**config.mk**
```make
export PLATFORM = sky130hd
export DESIGN_NAME = ppb_queue
export DESIGN_NICKNAME = d
export VERILOG_FILES = /design/src/design/ppb_pkg.sv /design/src/design/ppb_queue.sv
export SDC_FILE = /design/constraint.sdc
export NUM_CORES = 1
export LEC_CHECK = 0
export ABC_CLOCK_PERIOD_IN_PS = 17090
export BUFFER_PORTS_ARGS = -buffer_cell sky130_fd_sc_hd__buf_2
export CELL_PAD_IN_SITES_DETAIL_PLACEMENT = 1
export CELL_PAD_IN_SITES_GLOBAL_PLACEMENT = 1
export CORE_MARGIN = 2
export CORE_UTILIZATION = 46
export DETAILED_ROUTE_END_ITERATION = 12
export HOLD_SLACK_MARGIN = 0.08
export PLACE_DENSITY_LB_ADDON = 0.1
export SYNTH_ARGS = -nofsm -noshare
export SYNTH_HDL_FRONTEND = slang
export SYNTH_SLANG_ARGS = --single-unit
```
**constraint.sdc**
```tcl
create_clock -name aclk -period 17.09 [get_ports aclk]
set_clock_uncertainty 0.2 [all_clocks]
set_input_delay 0.8545 -clock aclk [delete_from_list [all_inputs] [get_ports aclk]]
set_output_delay 0.8545 -clock aclk [all_outputs]
set_load 0.1 [all_outputs]
```
**src/design/ppb_pkg.sv**
```systemverilog
package ppb_pkg;

    localparam int S_TDATA_W = 224;
    localparam int M_TDATA_W = 160;
    localparam int APB_AW    = 6;
    localparam int APB_DW    = 64;
    localparam int QDEPTH    = 4;

    typedef enum logic [2:0] {
        REG_MODE,
        REG_ACCEL_X,
        REG_ACCEL_Y,
        REG_STEP_X,
        REG_STEP_Y,
        REG_ROT_T,
        REG_ROT_S
    } reg_idx_t;

    typedef struct packed {
        logic               mag;
        logic signed [31:0] accel_x;
        logic signed [31:0] accel_y;
        logic signed [31:0] step_x;
        logic signed [31:0] step_y;
        logic [59:0]        rot_t;
        logic [59:0]        rot_s;
    } cfg_t;

    // One classified item. For a load, ni/nj is the node; for a push, the
    // lower-left node of the cell and the weights already ordered by bank.
    typedef struct packed {
        logic               is_push;
        logic [6:0]         ni;
        logic [6:0]         nj;
        logic [3:0][16:0]   wt;
        logic signed [31:0] field_x;
        logic signed [31:0] field_y;
        logic [21:0]        px;
        logic [21:0]        py;
        logic signed [31:0] vx;
        logic signed [31:0] vy;
        logic signed [31:0] vz;
    } q_entry_t;

    function automatic logic signed [31:0] sat32(input logic signed [63:0] v);
        if (v > 64'sd2147483647) begin
            return 32'sh7fffffff;
        end else if (v < -64'sd2147483648) begin
            return 32'sh80000000;
        end else begin
            return 32'(v);
        end
    endfunction

    // Drop 16 fraction bits, rounding half up.
    function automatic logic signed [63:0] rnd16(input logic signed [63:0] p);
        return (p + 64'sd32768) >>> 16;
    endfunction

endpackage

```
**src/design/ppb_queue.sv**
```systemverilog
module ppb_queue (
    input  logic              aclk,
    input  logic              aresetn,
    input  logic              in_valid,
    output logic              in_ready,
    input  ppb_pkg::q_entry_t in_data,
    output logic              out_valid,
    input  logic              out_pop,
    output ppb_pkg::q_entry_t out_data
);
    import ppb_pkg::*;

    localparam int PW = $clog2(QDEPTH);

    q_entry_t      slot_reg [QDEPTH];
    logic [PW-1:0] wr_ptr_reg, rd_ptr_reg;
    logic [PW:0]   cnt_reg;
    logic          push, pop;

    assign in_ready  = cnt_reg != (PW + 1)'(QDEPTH);
    assign out_valid = cnt_reg != '0;
    assign out_data  = slot_reg[rd_ptr_reg];
    assign push      = in_valid && in_ready;
    assign pop       = out_valid && out_pop;

    always_ff @(posedge aclk) begin
        if (!aresetn) begin
            wr_ptr_reg <= '0;
            rd_ptr_reg <= '0;
            cnt_reg    <= '0;
        end else begin
            if (push) begin
                wr_ptr_reg <= wr_ptr_reg + 1'b1;
            end
            if (pop) begin
                rd_ptr_reg <= rd_ptr_reg + 1'b1;
            end
            if (push && !pop) begin
                cnt_reg <= cnt_reg + 1'b1;
            end else if (pop && !push) begin
                cnt_reg <= cnt_reg - 1'b1;
            end
        end
    end

    always_ff @(posedge aclk) begin
        if (push) begin
            slot_reg[wr_ptr_reg] <= in_data;
        end
    end

endmodule

```
### Word level (Yosys, flattened, before mapping)

Memory sizes are Yosys's and may differ from the RTL's. A register that Yosys moved wholly into a read port is not among the register bits.
Index checks and enable logic that the tools add are counted.

| operators by class | value |
|---|---|
| muxes and demuxes | 6 |
| eq/ne operators | 1 |
| reductions and logical operators | 8 |
| add/sub/neg operators | 4 |

Operators by type and width:

| cell | count |
|---|---|
| 3-bit 2-to-1 mux | 2 |
| 2-bit by 1-bit adder with 2-bit output (second input constant) | 2 |
| 1-bit logical AND | 4 |
| 2-bit 2-to-1 mux | 2 |
| 3-bit by 1-bit adder with 3-bit output (second input constant) | 1 |
| 3-bit != test (second input constant) | 1 |
| 3-bit nonzero test | 1 |
| 3-bit by 1-bit subtractor with 3-bit output (second input constant) | 1 |
| 1-bit zero test | 2 |
| 1-bit 2-to-1 mux | 2 |
| 2-bit nonzero test | 1 |

| word-level totals | value |
|---|---|
| bits in writable memories | 1,148 |
| flip-flop bits (word level) | 7 |
| memories | 1 |

Memories:

| memory | depth | bits a word | rd ports | clocked after Yosys merged registers in | write ports | RTL line | RTL |
|---|---|---|---|---|---|---|---|
| slot_reg | 4 | 287 | 1 | 1 | 1 | ppb_queue.sv:15 | `q_entry_t slot_reg [QDEPTH];` |

### Logic depth before layout (Yosys ltp)

Gate-level depths: netlist of run 1.

| logic depth | value |
|---|---|
| depth in word-level cells | 6 |
| depth in mapped cells | 8 |
| mapped depth without buffers | 8 |

### Least setup slack after synthesis of run 1

Ideal clock, no wire load.

| path | value |
|---|---|
| kind | input to register |
| start point | input in_valid |
| end point | memory slot_reg[0][0] (netlist bit), enable pin |
| required time | 16.205 ns |
| setup time | 0.685 ns |
| path buffers | 0 |
| stages | 2 |
| arrival | 7.681 ns |
| slack | 8.524 ns |
| path through | a21boi_2 > and2_1 |

| on the way | value |
|---|---|
| longest elaborated chain between the ends | 3 |

Ends and longest elaborated chain:

| what | RTL line | RTL |
|---|---|---|
| start: declaration | ppb_queue.sv:4 | `input logic in_valid,` |
| 1-bit logical AND | ppb_queue.sv:23 | `assign push = in_valid && in_ready;` |
| 1-bit 2-to-1 mux | ppb_queue.sv:47 | `if (push) begin` |
| 1-bit 2-to-1 mux (implied by the code) | ppb_queue.sv:48 | `slot_reg[wr_ptr_reg] <= in_data;` |
| end: declaration | ppb_queue.sv:15 |  |

Every way passes these cells.

==> results by group, run 1 <==
Logic synthesis
  – Number of unique standard cell types used by synthesis: 22
  – Cell area after synthesis: 41,900 µm²
  – Flops & latches, synth: 1,157
  – Number of warning messages in the yosys log: 0
  – Average footprint of a synthesized cell: 27.1 µm²
  – Sequential area share after synthesis: 0.827
  – Synthesized instance count: 1,547
  – Syn Nets: 1,844

Detailed routing
  – Via count: 18,900
  – Count of unresolved DRC violations after routing: 0
  – WL/cell: 27.1 µm
  – Number of detailed-routing iterations run before antenna repair: 5
  – Final Routed Wirelength: 94,600 µm
  – Number of DRC markers after the initial detailed-route iteration: 1,221
  – Remaining antenna violation count: 0
  – Post-detailed-route via-to-cell ratio: 5.41

Clocking
  – Maximum buffer depth of the clock tree: 3
  – TritonCTS buffer count: 118
  – Clk pin slew, worst setup/hold paths: 60 ps
  – Post-CTS Hold Fix Bufs: 0
  – Setup bufs post-CTS: 0
  – Clock tree from TritonCTS: done
  – Clock latency on the worst-skew pair: 670 ps
  – # H-tree levels: 3
  – Root cell of the clock tree: sky130_fd_sc_hd__clkbuf_16
  – Number of gates resized after cts: 0
  – Number of sinks on the clock net: 1,157

Worst setup path
  – Critical path cell sequence: buf_12, buf_4, mux4_2, buf_2
  – Arrival time reported for the critical path endpoint: 4250 ps
  – Worst path slowest cell: sky130_fd_sc_hd__dfxtp_4
  – Worst path required time: 16,040 ps
  – Max FO, Critical Path: 116
  – Buffers & Inverters on Critical Path: 3
  – Class of the most critical setup path: flip-flop to output port
  – Top cell family by delay on the critical path: buffers and inverters
  – Worst Setup Start Kind: flip-flop
  – Largest stage delay on the critical path: 960 ps
  – Endpoint class of the critical path: output port
  – Launch instance of the worst register-to-register path: cnt_reg[0]

Placed design
  – Placer Congestion: 0.772
  – Placed wire-length estimate: 58,800 µm
  – Area after DPL: 46,000 µm²
  – Buffers on Ports: 579

Worst hold path
  – Worst min-delay path class: input pin to flip-flop
  – Min-Delay Startpoint: in_data[155]

Timing
  – Setup repair after global routing missed its margin: false
  – Worst-Margin Slew: 1480 ps
  – Portion of the clock cycle consumed by the worst path in the final layout: 0.311
  – Count of final hold-check violations: 0
  – Final max-slew violation count: 0
  – Final setup violation count: 0
  – Minimum period implied by the final worst setup slack: 5310 ps
  – Sum of negative setup slack: 0 ps
  – Slew headroom: 0.0164
  – Max Clock Freq: 0.188 GHz

Status
  – Outcome: complete, no violations

Cells and area
  – Highest-count cells in the layout ignoring fill and taps: sky130_fd_sc_hd__edfxtp_1 (1,148), sky130_fd_sc_hd__buf_2 (579), sky130_fd_sc_hd__mux4_2 (287)
  – Fraction of layout cells with a size suffix above 1: 0.462
  – Post-route design area: 49,900 µm²
  – Largest register FFs: 1,148
  – Number of nets in the layout: 2,502
  – Leading cell type in the layout, fill and taps excluded: sky130_fd_sc_hd__edfxtp_1
  – Synthesis-to-finish area growth: 19.0%
  – # fillers: 7,675

Run
  – Max-cap check violation count: 0

Floorplan
  – Count of boundary I/O pins: 580
  – Die area: 93,500 µm²
  – FP Rows: 110
  – Area of the core region: 90,100 µm²
  – Horizontal extent of the die: 306 µm
  – Effective utilization at floorplan: 0.465
  – Height of the die: 306 µm

Global routing
  – Wire length of the first global-routing pass: 139,000 µm
  – Initial antenna violation count: 42
  – Global-route usage over all layers: 0.203
  – Global route overflow: 0
  – Via count of the first global-routing pass: 20,800
  – Largest net degree at the start of global routing: 117
==> layer usage <==
metal  wire [µm]  up-vias  track usage
met5         219        -            0
met4        2290       34       0.0756
met3        6330      178       0.0611
met2       49700      544        0.344
met1       36100    10000        0.248
li1            -     8092            -
==> cells by family (layout without fill, tap and decap cells) <==
logic type / after synthesis / after routing / synth area share
xor+xnor: 4 / 4 / 0.000836
compound gates: 5 / 5 / 0.000956
buf+inv: 68 / 824 / 0.0118
flops: 1157 / 1157 / 0.827
simple gates: 17 / 17 / 0.00218
mux: 290 / 290 / 0.155
other cells: 0 / 12 / 0
fa+ha+maj: 6 / 6 / 0.00197
==> per-stage QoR <==
stage | worst slack, ps | hold slack [ps] | utilization | instances
floorplan | 8520 | 268 | - | 1547
global placement | 12150 | 277 | 0.510 | 3261
detailed placement | 12160 | 307 | 0.510 | 3261
CTS | 11410 | 116 | 0.553 | 3479
global route | 11290 | 155 | 0.553 | 3489
finish | 11780 | 188 | 0.553 | 3491
==> worst paths after layout <==
kind | to | slack [ps] | cells after the start
setup / recovery | out_data[155] | 11780 | 4
hold reg to reg | wr_ptr_reg[0] | 300 | 2
setup reg to reg | slot_reg[2][91] | 12920 | 5
hold / removal | slot_reg[1][155] | 190 | 1
==> cell type report <==
type / count / area (µm²) / area share
antenna: 12 / 30.0 / 0.000602
clock buffer: 147 / 3100 / 0.0623
clock inverter: 71 / 741 / 0.0149
inverter: 3 / 11.3 / 0.000226
multi-input combinational: 322 / 6750 / 0.135
sequential: 1157 / 34700 / 0.695
tap: 1176 / 1470 / 0.0295
timing repair buffer: 603 / 3090 / 0.0620
==> cell usage after synthesis (all sizes together) <==
library cell | number | area share
nor2b | 1 | 0.00015
ha | 5 | 0.0015
nand2 | 5 | 0.00045
dfxtp | 9 | 0.0043
a21boi | 2 | 0.00045
mux4 | 287 | 0.15
fa | 1 | 0.00048
buf | 57 | 0.011
o31ai | 1 | 0.00018
and2 | 8 | 0.0012
or3 | 2 | 0.00030
mux2i | 3 | 0.00072
o21ai | 1 | 0.00012
o311ai | 1 | 0.00021
clkbuf | 8 | 0.00072
xor2 | 1 | 0.00021
edfxtp | 1148 | 0.82
nor2 | 1 | 0.000090
inv | 3 | 0.00027
xnor2 | 3 | 0.00063
Power of run 1 is left out: the tool's default activity adds up to more than one toggle a clock period on the data nets, which glitch-free logic cannot reach.
==> run 2, diff against run 1 <==
--- a/config.mk
+++ b/config.mk
@@ -5,7 +5,7 @@
 export SDC_FILE = /design/constraint.sdc
 export NUM_CORES = 1
 export LEC_CHECK = 0
-export ABC_CLOCK_PERIOD_IN_PS = 17090
+export ABC_CLOCK_PERIOD_IN_PS = 4300
 export BUFFER_PORTS_ARGS = -buffer_cell sky130_fd_sc_hd__buf_2
 export CELL_PAD_IN_SITES_DETAIL_PLACEMENT = 1
 export CELL_PAD_IN_SITES_GLOBAL_PLACEMENT = 1
==> constraint.sdc (replaced) <==
create_clock -name aclk -period 4.3 [get_ports aclk]
set_clock_uncertainty 0.2 [all_clocks]
set_input_delay 0.215 -clock aclk [delete_from_list [all_inputs] [get_ports aclk]]
set_output_delay 0.215 -clock aclk [all_outputs]
set_load 0.1 [all_outputs]
==> results by group, run 2 (synthesis gave the netlist of run 1 again) <==
Pwr
  – Maximum vdd ir drop: 0.000648 V
  – Switching power: 17,500 µW
  – Share of power burned in the clock network: 0.238
  – Power per standard cell area: 731 nW/µm²
  – Lkg Pwr: 0.0186 µW
  – Pint: 22,700 µW
  – Sequential power share: 0.350
  – Sw Share: 0.435
  – Power share of the combinational group: 0.412

Detailed routing
  – Remaining antenna violation count: 0 (unchanged)
  – Final Routed Wirelength: 104,000 µm (+9.4%)
  – WL/cell: 25.9 µm (-4.4%)
  – Number of detailed-routing iterations run before antenna repair: 4 (-1)
  – Count of unresolved DRC violations after routing: 0 (unchanged)
  – Post-detailed-route via-to-cell ratio: 5.24 (-3.1%)
  – Via count: 20,900 (+11%)
  – Number of DRC markers after the initial detailed-route iteration: 1,489 (+22%)

Worst setup path
  – Worst path slowest cell: sky130_fd_sc_hd__dfxtp_4
  – Worst-case reg-to-reg path depth: 4 (-1)
  – Critical path cell sequence: buf_12, mux4_2, buf_2
  – Arrival time reported for the critical path endpoint: 2970 ps (-1280 ps)
  – Crit path depth: 3 (-1)
  – Class of the most critical setup path: flip-flop to output port
  – Worst Setup Start Kind: flip-flop
  – Top cell family by delay on the critical path: flip-flops
  – Max FO, Critical Path: 43 (-63%)
  – Endpoint class of the critical path: output port
  – Buffers & Inverters on Critical Path: 2 (-1)
  – Worst path required time: 3880 ps (-12,160 ps)
  – Largest stage delay on the critical path: 880 ps (-80 ps)

Timing
  – Sum of negative setup slack: 0 ps (unchanged)
  – Worst hold slack: 107 ps (-80.4 ps)
  – Setup repair after global routing missed its margin: false
  – Count of final hold-check violations: 0 (unchanged)
  – Minimum period implied by the final worst setup slack: 3380 ps
  – Final max-slew violation count: 0 (unchanged)
  – Worst-Margin Slew: 839 ps (-636 ps)
  – Final setup violation count: 0 (unchanged)
  – Portion of the clock cycle consumed by the worst path in the final layout: 0.786
  – Slew headroom: 0.440 (+0.424)
  – Max Clock Freq: 0.296 GHz

Cells and area
  – Number of nets in the layout: 3,011 (+20%)
  – Largest register FFs: 1,148 (unchanged)
  – Synthesis-to-finish area growth: 31.1%
  – Post-Route Utilization: 0.609 (+0.0563)
  – Leading cell type in the layout, fill and taps excluded: sky130_fd_sc_hd__edfxtp_1
  – Fraction of layout cells with a size suffix above 1: 0.381 (-0.0812)
  – Highest-count cells in the layout ignoring fill and taps: sky130_fd_sc_hd__edfxtp_1 (1,148), sky130_fd_sc_hd__buf_2 (579), sky130_fd_sc_hd__dlygate4sd3_1 (485)

Worst hold path
  – Worst hold stages: 2 (+1)
  – Worst min-delay path class: input pin to flip-flop

Global routing
  – Met1 Usage GRT: 0.270 (+0.0225)
  – Layer with the highest usage after global routing: met2
  – Wire length of the first global-routing pass: 155,000 µm (+12%)
  – Initial antenna violation count: 12 (-71%)
  – Met3 Use GR: 0.0572 (-0.00388)
  – Largest net degree at the start of global routing: 100 (-15%)
  – Met2 usage in global routing: 0.399 (+0.0549)
  – Global-route usage over all layers: 0.226 (+0.0229)
  – Global route overflow: 0 (unchanged)
  – Via count of the first global-routing pass: 23,700 (+14%)

Clocking
  – Number of sinks on the clock net: 1,157 (unchanged)
  – # H-tree levels: 3 (unchanged)
  – Clock tree from TritonCTS: done
  – Maximum buffer depth of the clock tree: 3 (unchanged)
  – Root cell of the clock tree: sky130_fd_sc_hd__clkbuf_16
  – TritonCTS buffer count: 118 (unchanged)
  – Clk pin slew, worst setup/hold paths: 60 ps (about the same)
  – Number of gates resized after cts: 0 (unchanged)
  – Clock latency on the worst-skew pair: 690 ps (+20 ps)

Floorplan
  – Height of the die: 306 µm (unchanged)
  – Area of the core region: 90,100 µm² (unchanged)
  – Effective utilization at floorplan: 0.465 (unchanged)
  – FP Rows: 110 (unchanged)
  – Count of boundary I/O pins: 580 (unchanged)
  – Horizontal extent of the die: 306 µm (unchanged)
  – Die area: 93,500 µm² (unchanged)

Status
  – Outcome: complete, no violations

Run
  – Max-cap check violation count: 0 (unchanged)

Placed design
  – Placed wire-length estimate: 61,200 µm (+4.1%)
  – Buffers on Ports: 579 (unchanged)
  – Placer Congestion: 0.747 (-3.2%)
run 2: path summary, 6_finish.rpt:
kind	end	slack [ps]	startpoint
worst max register to register	slot_reg[3][238]	1460	cnt_reg[0]
worst min-delay path	slot_reg[2][71]	110	in_data[71]
worst max-delay path	out_data[13]	920	flip-flop
worst min register to register	wr_ptr_reg[0]	350	wr_ptr_reg[0]
run 2: area by class of cell:
class	instances	area [µm²]
repair buffers	1112	8440
fillers	7565	35200
multi-input cells	322	6750
inverters	3	11.3
flip-flops and latches	1157	34700
diodes	10	25.0
clock inverters	58	405
clock buffers	158	3180
well taps	1176	1470
run 2: layer usage:
| layer | vias to the layer above | routed length (µm) |
|---|---|---|
| met1 | 11100 | 38500 |
| met4 | 8 | 3490 |
| met2 | 625 | 55400 |
| li1 | 9097 | - |
| met5 | - | 55 |
| met3 | 166 | 6110 |
run 2: stage by stage:
step	worst slack (ps)	cells	instance area, µm²	power (µW)
6_report	918	3996	54900	40200
5_1_grt	703	3994	54900	41400
4_1_cts	760	3985	54900	40500
3_5_place_dp	1440	3285	46500	30600
3_3_place_gp	1510	3285	46500	30500
2_1_floorplan	-690	1547	41900	27800
run 2: power by group through the flow:
stage | clock network [µW] | registers, µW | logic [µW]
floorplan | 0 | 14200 | 13500
global placement | 0 | 14200 | 16300
detailed placement | 0 | 14300 | 16300
CTS | 9740 | 14100 | 16700
global route | 10200 | 14200 | 17000
finish | 9550 | 14100 | 16500
run 2: worst register-to-register path, cell delays in order (launching register included):
cell                       delay [ps]
sky130_fd_sc_hd__dfxtp_1          470
sky130_fd_sc_hd__nor2_1           110
sky130_fd_sc_hd__a21boi_2         350
sky130_fd_sc_hd__and2_4           710
sky130_fd_sc_hd__buf_4            590
run 2: repair_timing:
item	in CTS	in global routing
hold buffers	484	1
endpoints found under the setup margin	0	0
setup buffers	0	0
endpoints found under the hold margin	1157	2
(Power assumes the default switching activity.)
==> run 3, diff against run 2 <==
--- a/config.mk
+++ b/config.mk
@@ -5,7 +5,7 @@
 export SDC_FILE = /design/constraint.sdc
 export NUM_CORES = 1
 export LEC_CHECK = 0
-export ABC_CLOCK_PERIOD_IN_PS = 4300
+export ABC_CLOCK_PERIOD_IN_PS = 2900
 export BUFFER_PORTS_ARGS = -buffer_cell sky130_fd_sc_hd__buf_2
 export CELL_PAD_IN_SITES_DETAIL_PLACEMENT = 1
 export CELL_PAD_IN_SITES_GLOBAL_PLACEMENT = 1
==> constraint.sdc (replaced) <==
create_clock -name aclk -period 2.9 [get_ports aclk]
set_clock_uncertainty 0.2 [all_clocks]
set_input_delay 0.145 -clock aclk [delete_from_list [all_inputs] [get_ports aclk]]
set_output_delay 0.145 -clock aclk [all_outputs]
set_load 0.1 [all_outputs]
==> results by group, run 3 (synthesis gave the netlist of run 1 again) <==
Clocking
  – Number of sinks on the clock net: 1,157 (unchanged)
  – # H-tree levels: 3 (unchanged)
  – Root cell of the clock tree: sky130_fd_sc_hd__clkbuf_16
  – Clock latency on the worst-skew pair: 690 ps (about the same)
  – Clk pin slew, worst setup/hold paths: 60 ps (about the same)
  – Clock tree from TritonCTS: done
  – Maximum buffer depth of the clock tree: 3 (unchanged)
  – TritonCTS buffer count: 119 (+0.85%)

Detailed routing
  – Via count: 21,500 (+2.6%)
  – Final Routed Wirelength: 107,000 µm (+3.2%)
  – Number of detailed-routing iterations run before antenna repair: 4 (unchanged)
  – WL/cell: 26.1 µm (+0.66%)
  – Post-detailed-route via-to-cell ratio: 5.25 (about the same)
  – Count of unresolved DRC violations after routing: 0 (unchanged)
  – Number of DRC markers after the initial detailed-route iteration: 1,401 (-5.9%)
  – Remaining antenna violation count: 0 (unchanged)

Worst setup path
  – Critical path cell sequence: buf_4, bufbuf_16, mux4_2, buf_2
  – Endpoint class of the critical path: output port
  – Arrival time reported for the critical path endpoint: 2510 ps (-460 ps)
  – Buffers & Inverters on Critical Path: 3 (+1)
  – Worst path slowest cell: sky130_fd_sc_hd__mux4_2
  – Worst path required time: 2560 ps (-1320 ps)
  – Largest stage delay on the critical path: 570 ps (-310 ps)
  – Worst Setup Start Kind: flip-flop
  – Top cell family by delay on the critical path: buffers and inverters
  – Max FO, Critical Path: 17 (-60%)
  – Class of the most critical setup path: flip-flop to output port

Cells and area
  – Leading cell type in the layout, fill and taps excluded: sky130_fd_sc_hd__edfxtp_1
  – Fraction of layout cells with a size suffix above 1: 0.376 (-0.00510)
  – Post-Route Utilization: 0.633 (+0.0233)
  – # fillers: 7,464 (-1.3%)
  – Largest register FFs: 1,148 (unchanged)
  – Number of nets in the layout: 3,114 (+3.4%)
  – Synthesis-to-finish area growth: 36.2%
  – Highest-count cells in the layout ignoring fill and taps: sky130_fd_sc_hd__edfxtp_1 (1,148), sky130_fd_sc_hd__dlygate4sd3_1 (575), sky130_fd_sc_hd__buf_2 (451)

Timing
  – Slew headroom: 0.557 (+0.117)
  – Portion of the clock cycle consumed by the worst path in the final layout: 0.984
  – Final setup violation count: 0 (unchanged)
  – Count of final hold-check violations: 0 (unchanged)
  – Setup repair after global routing missed its margin: true
  – Minimum period implied by the final worst setup slack: 2850 ps
  – Worst-Margin Slew: 664 ps (-175 ps)
  – Sum of negative setup slack: 0 ps (unchanged)
  – Max Clock Freq: 0.351 GHz
  – Final max-slew violation count: 0 (unchanged)

Floorplan
  – FP Rows: 110 (unchanged)
  – Count of boundary I/O pins: 580 (unchanged)
  – Effective utilization at floorplan: 0.465 (unchanged)
  – Area of the core region: 90,100 µm² (unchanged)
  – Height of the die: 306 µm (unchanged)
  – Horizontal extent of the die: 306 µm (unchanged)
  – Die area: 93,500 µm² (unchanged)

Placed design
  – Placer Congestion: 0.746 (-0.20%)
  – Placed wire-length estimate: 61,300 µm (+0.15%)
  – Buffers on Ports: 579 (unchanged)

Pwr
  – Maximum vdd ir drop: 0.00107 V (+65%)
  – Power per standard cell area: 1090 nW/µm² (+49%)
  – Lkg Pwr: 0.0195 µW (+4.6%)

Status
  – Outcome: complete, no violations

Global routing
  – Global route overflow: 0 (unchanged)
  – Via count of the first global-routing pass: 24,500 (+3.2%)
  – Wire length of the first global-routing pass: 159,000 µm (+2.6%)
  – Largest net degree at the start of global routing: 88 (-12%)
  – Initial antenna violation count: 17 (+5)
  – Global-route usage over all layers: 0.232 (+0.00597)

Worst hold path
  – Worst min-delay path class: input pin to flip-flop

Run
  – Max-cap check violation count: 0 (unchanged)
## run 3: cell types whose count changed in the layout (fill, tap and decap cells not counted), sizes merged
cell,previous run,this run
buf,627,618
bufbuf,0,3
bufinv,5,10
clkbuf,158,166
clkinv,47,53
clkinvlp,3,2
dlygate4sd3,485,575
## run 3: final cells by class
cell class	count	area [µm²]	area share
Clock inverter	68	581	0.0102
Multi-Input combinational cell	322	6770	0.119
Timing Repair Buffer	1214	10400	0.182
Tap cell	1176	1470	0.0258
Clock buffer	148	3140	0.0550
Antenna cell	10	25.0	0.000439
Sequential cell	1157	34700	0.608
Inverter	3	11.3	0.000197
## run 3: worst register-to-register path, stage by stage (launching register included)
cell and delay, ps:
sky130_fd_sc_hd__dfxtp_4 370, sky130_fd_sc_hd__o31ai_1 380, sky130_fd_sc_hd__ha_1 280, sky130_fd_sc_hd__inv_1 70, sky130_fd_sc_hd__fa_1 400, sky130_fd_sc_hd__xor2_1 180
sky130_fd_sc_hd__or3_1 320, sky130_fd_sc_hd__a21boi_0 160
## run 3: routing by layer
layer,GRT usage,wire length (µm)
met1,0.276,39000
met2,0.406,57100
met3,0.0563,6030
met4,0.0946,4630
met5,0,94
## run 3: repair_timing
action,4_1_cts,5_1_grt
hold buffers,575,0
pin swaps,0,0
gates cloned,4,0
endpoints found under the setup margin,200,53
buffers inserted,4,2
endpoints found under the hold margin,1171,0
gates resized for setup,77,40
## run 3: where the power goes
group	switching [µW]	leakage [µW]	total, µW	internal (µW)
combinational	19700	0.00707	26500	6800
sequential	460	0.0106	20800	20300
clock	6170	0.00182	14700	8490
## run 3: worst paths after layout
path,start,to,slack (ps),cells past startpoint
worst min-delay path,in_data[41],slot_reg[2][41],100,2
worst min register to register,wr_ptr_reg[1],wr_ptr_reg[1],330,2
worst max register to register,cnt_reg[1],cnt_reg[2],470,7
worst max-delay path,flip-flop,out_data[248],50,4
## run 3: through the flow
step | hold slack (ps) | worst slack, ps | instances | cell area (µm²) | power [µW]
5_1_grt | 119 | -33.7 | 4098 | 57000 | 63700
6_report | 99.5 | 47.3 | 4098 | 57000 | 62000
3_3_place_gp | 154 | 541 | 3287 | 47100 | 46100
2_1_floorplan | 43.9 | -423 | 1547 | 41900 | 41100
3_5_place_dp | 161 | 496 | 3287 | 47100 | 46300
4_1_cts | 85.9 | 0.456 | 4086 | 56900 | 62200
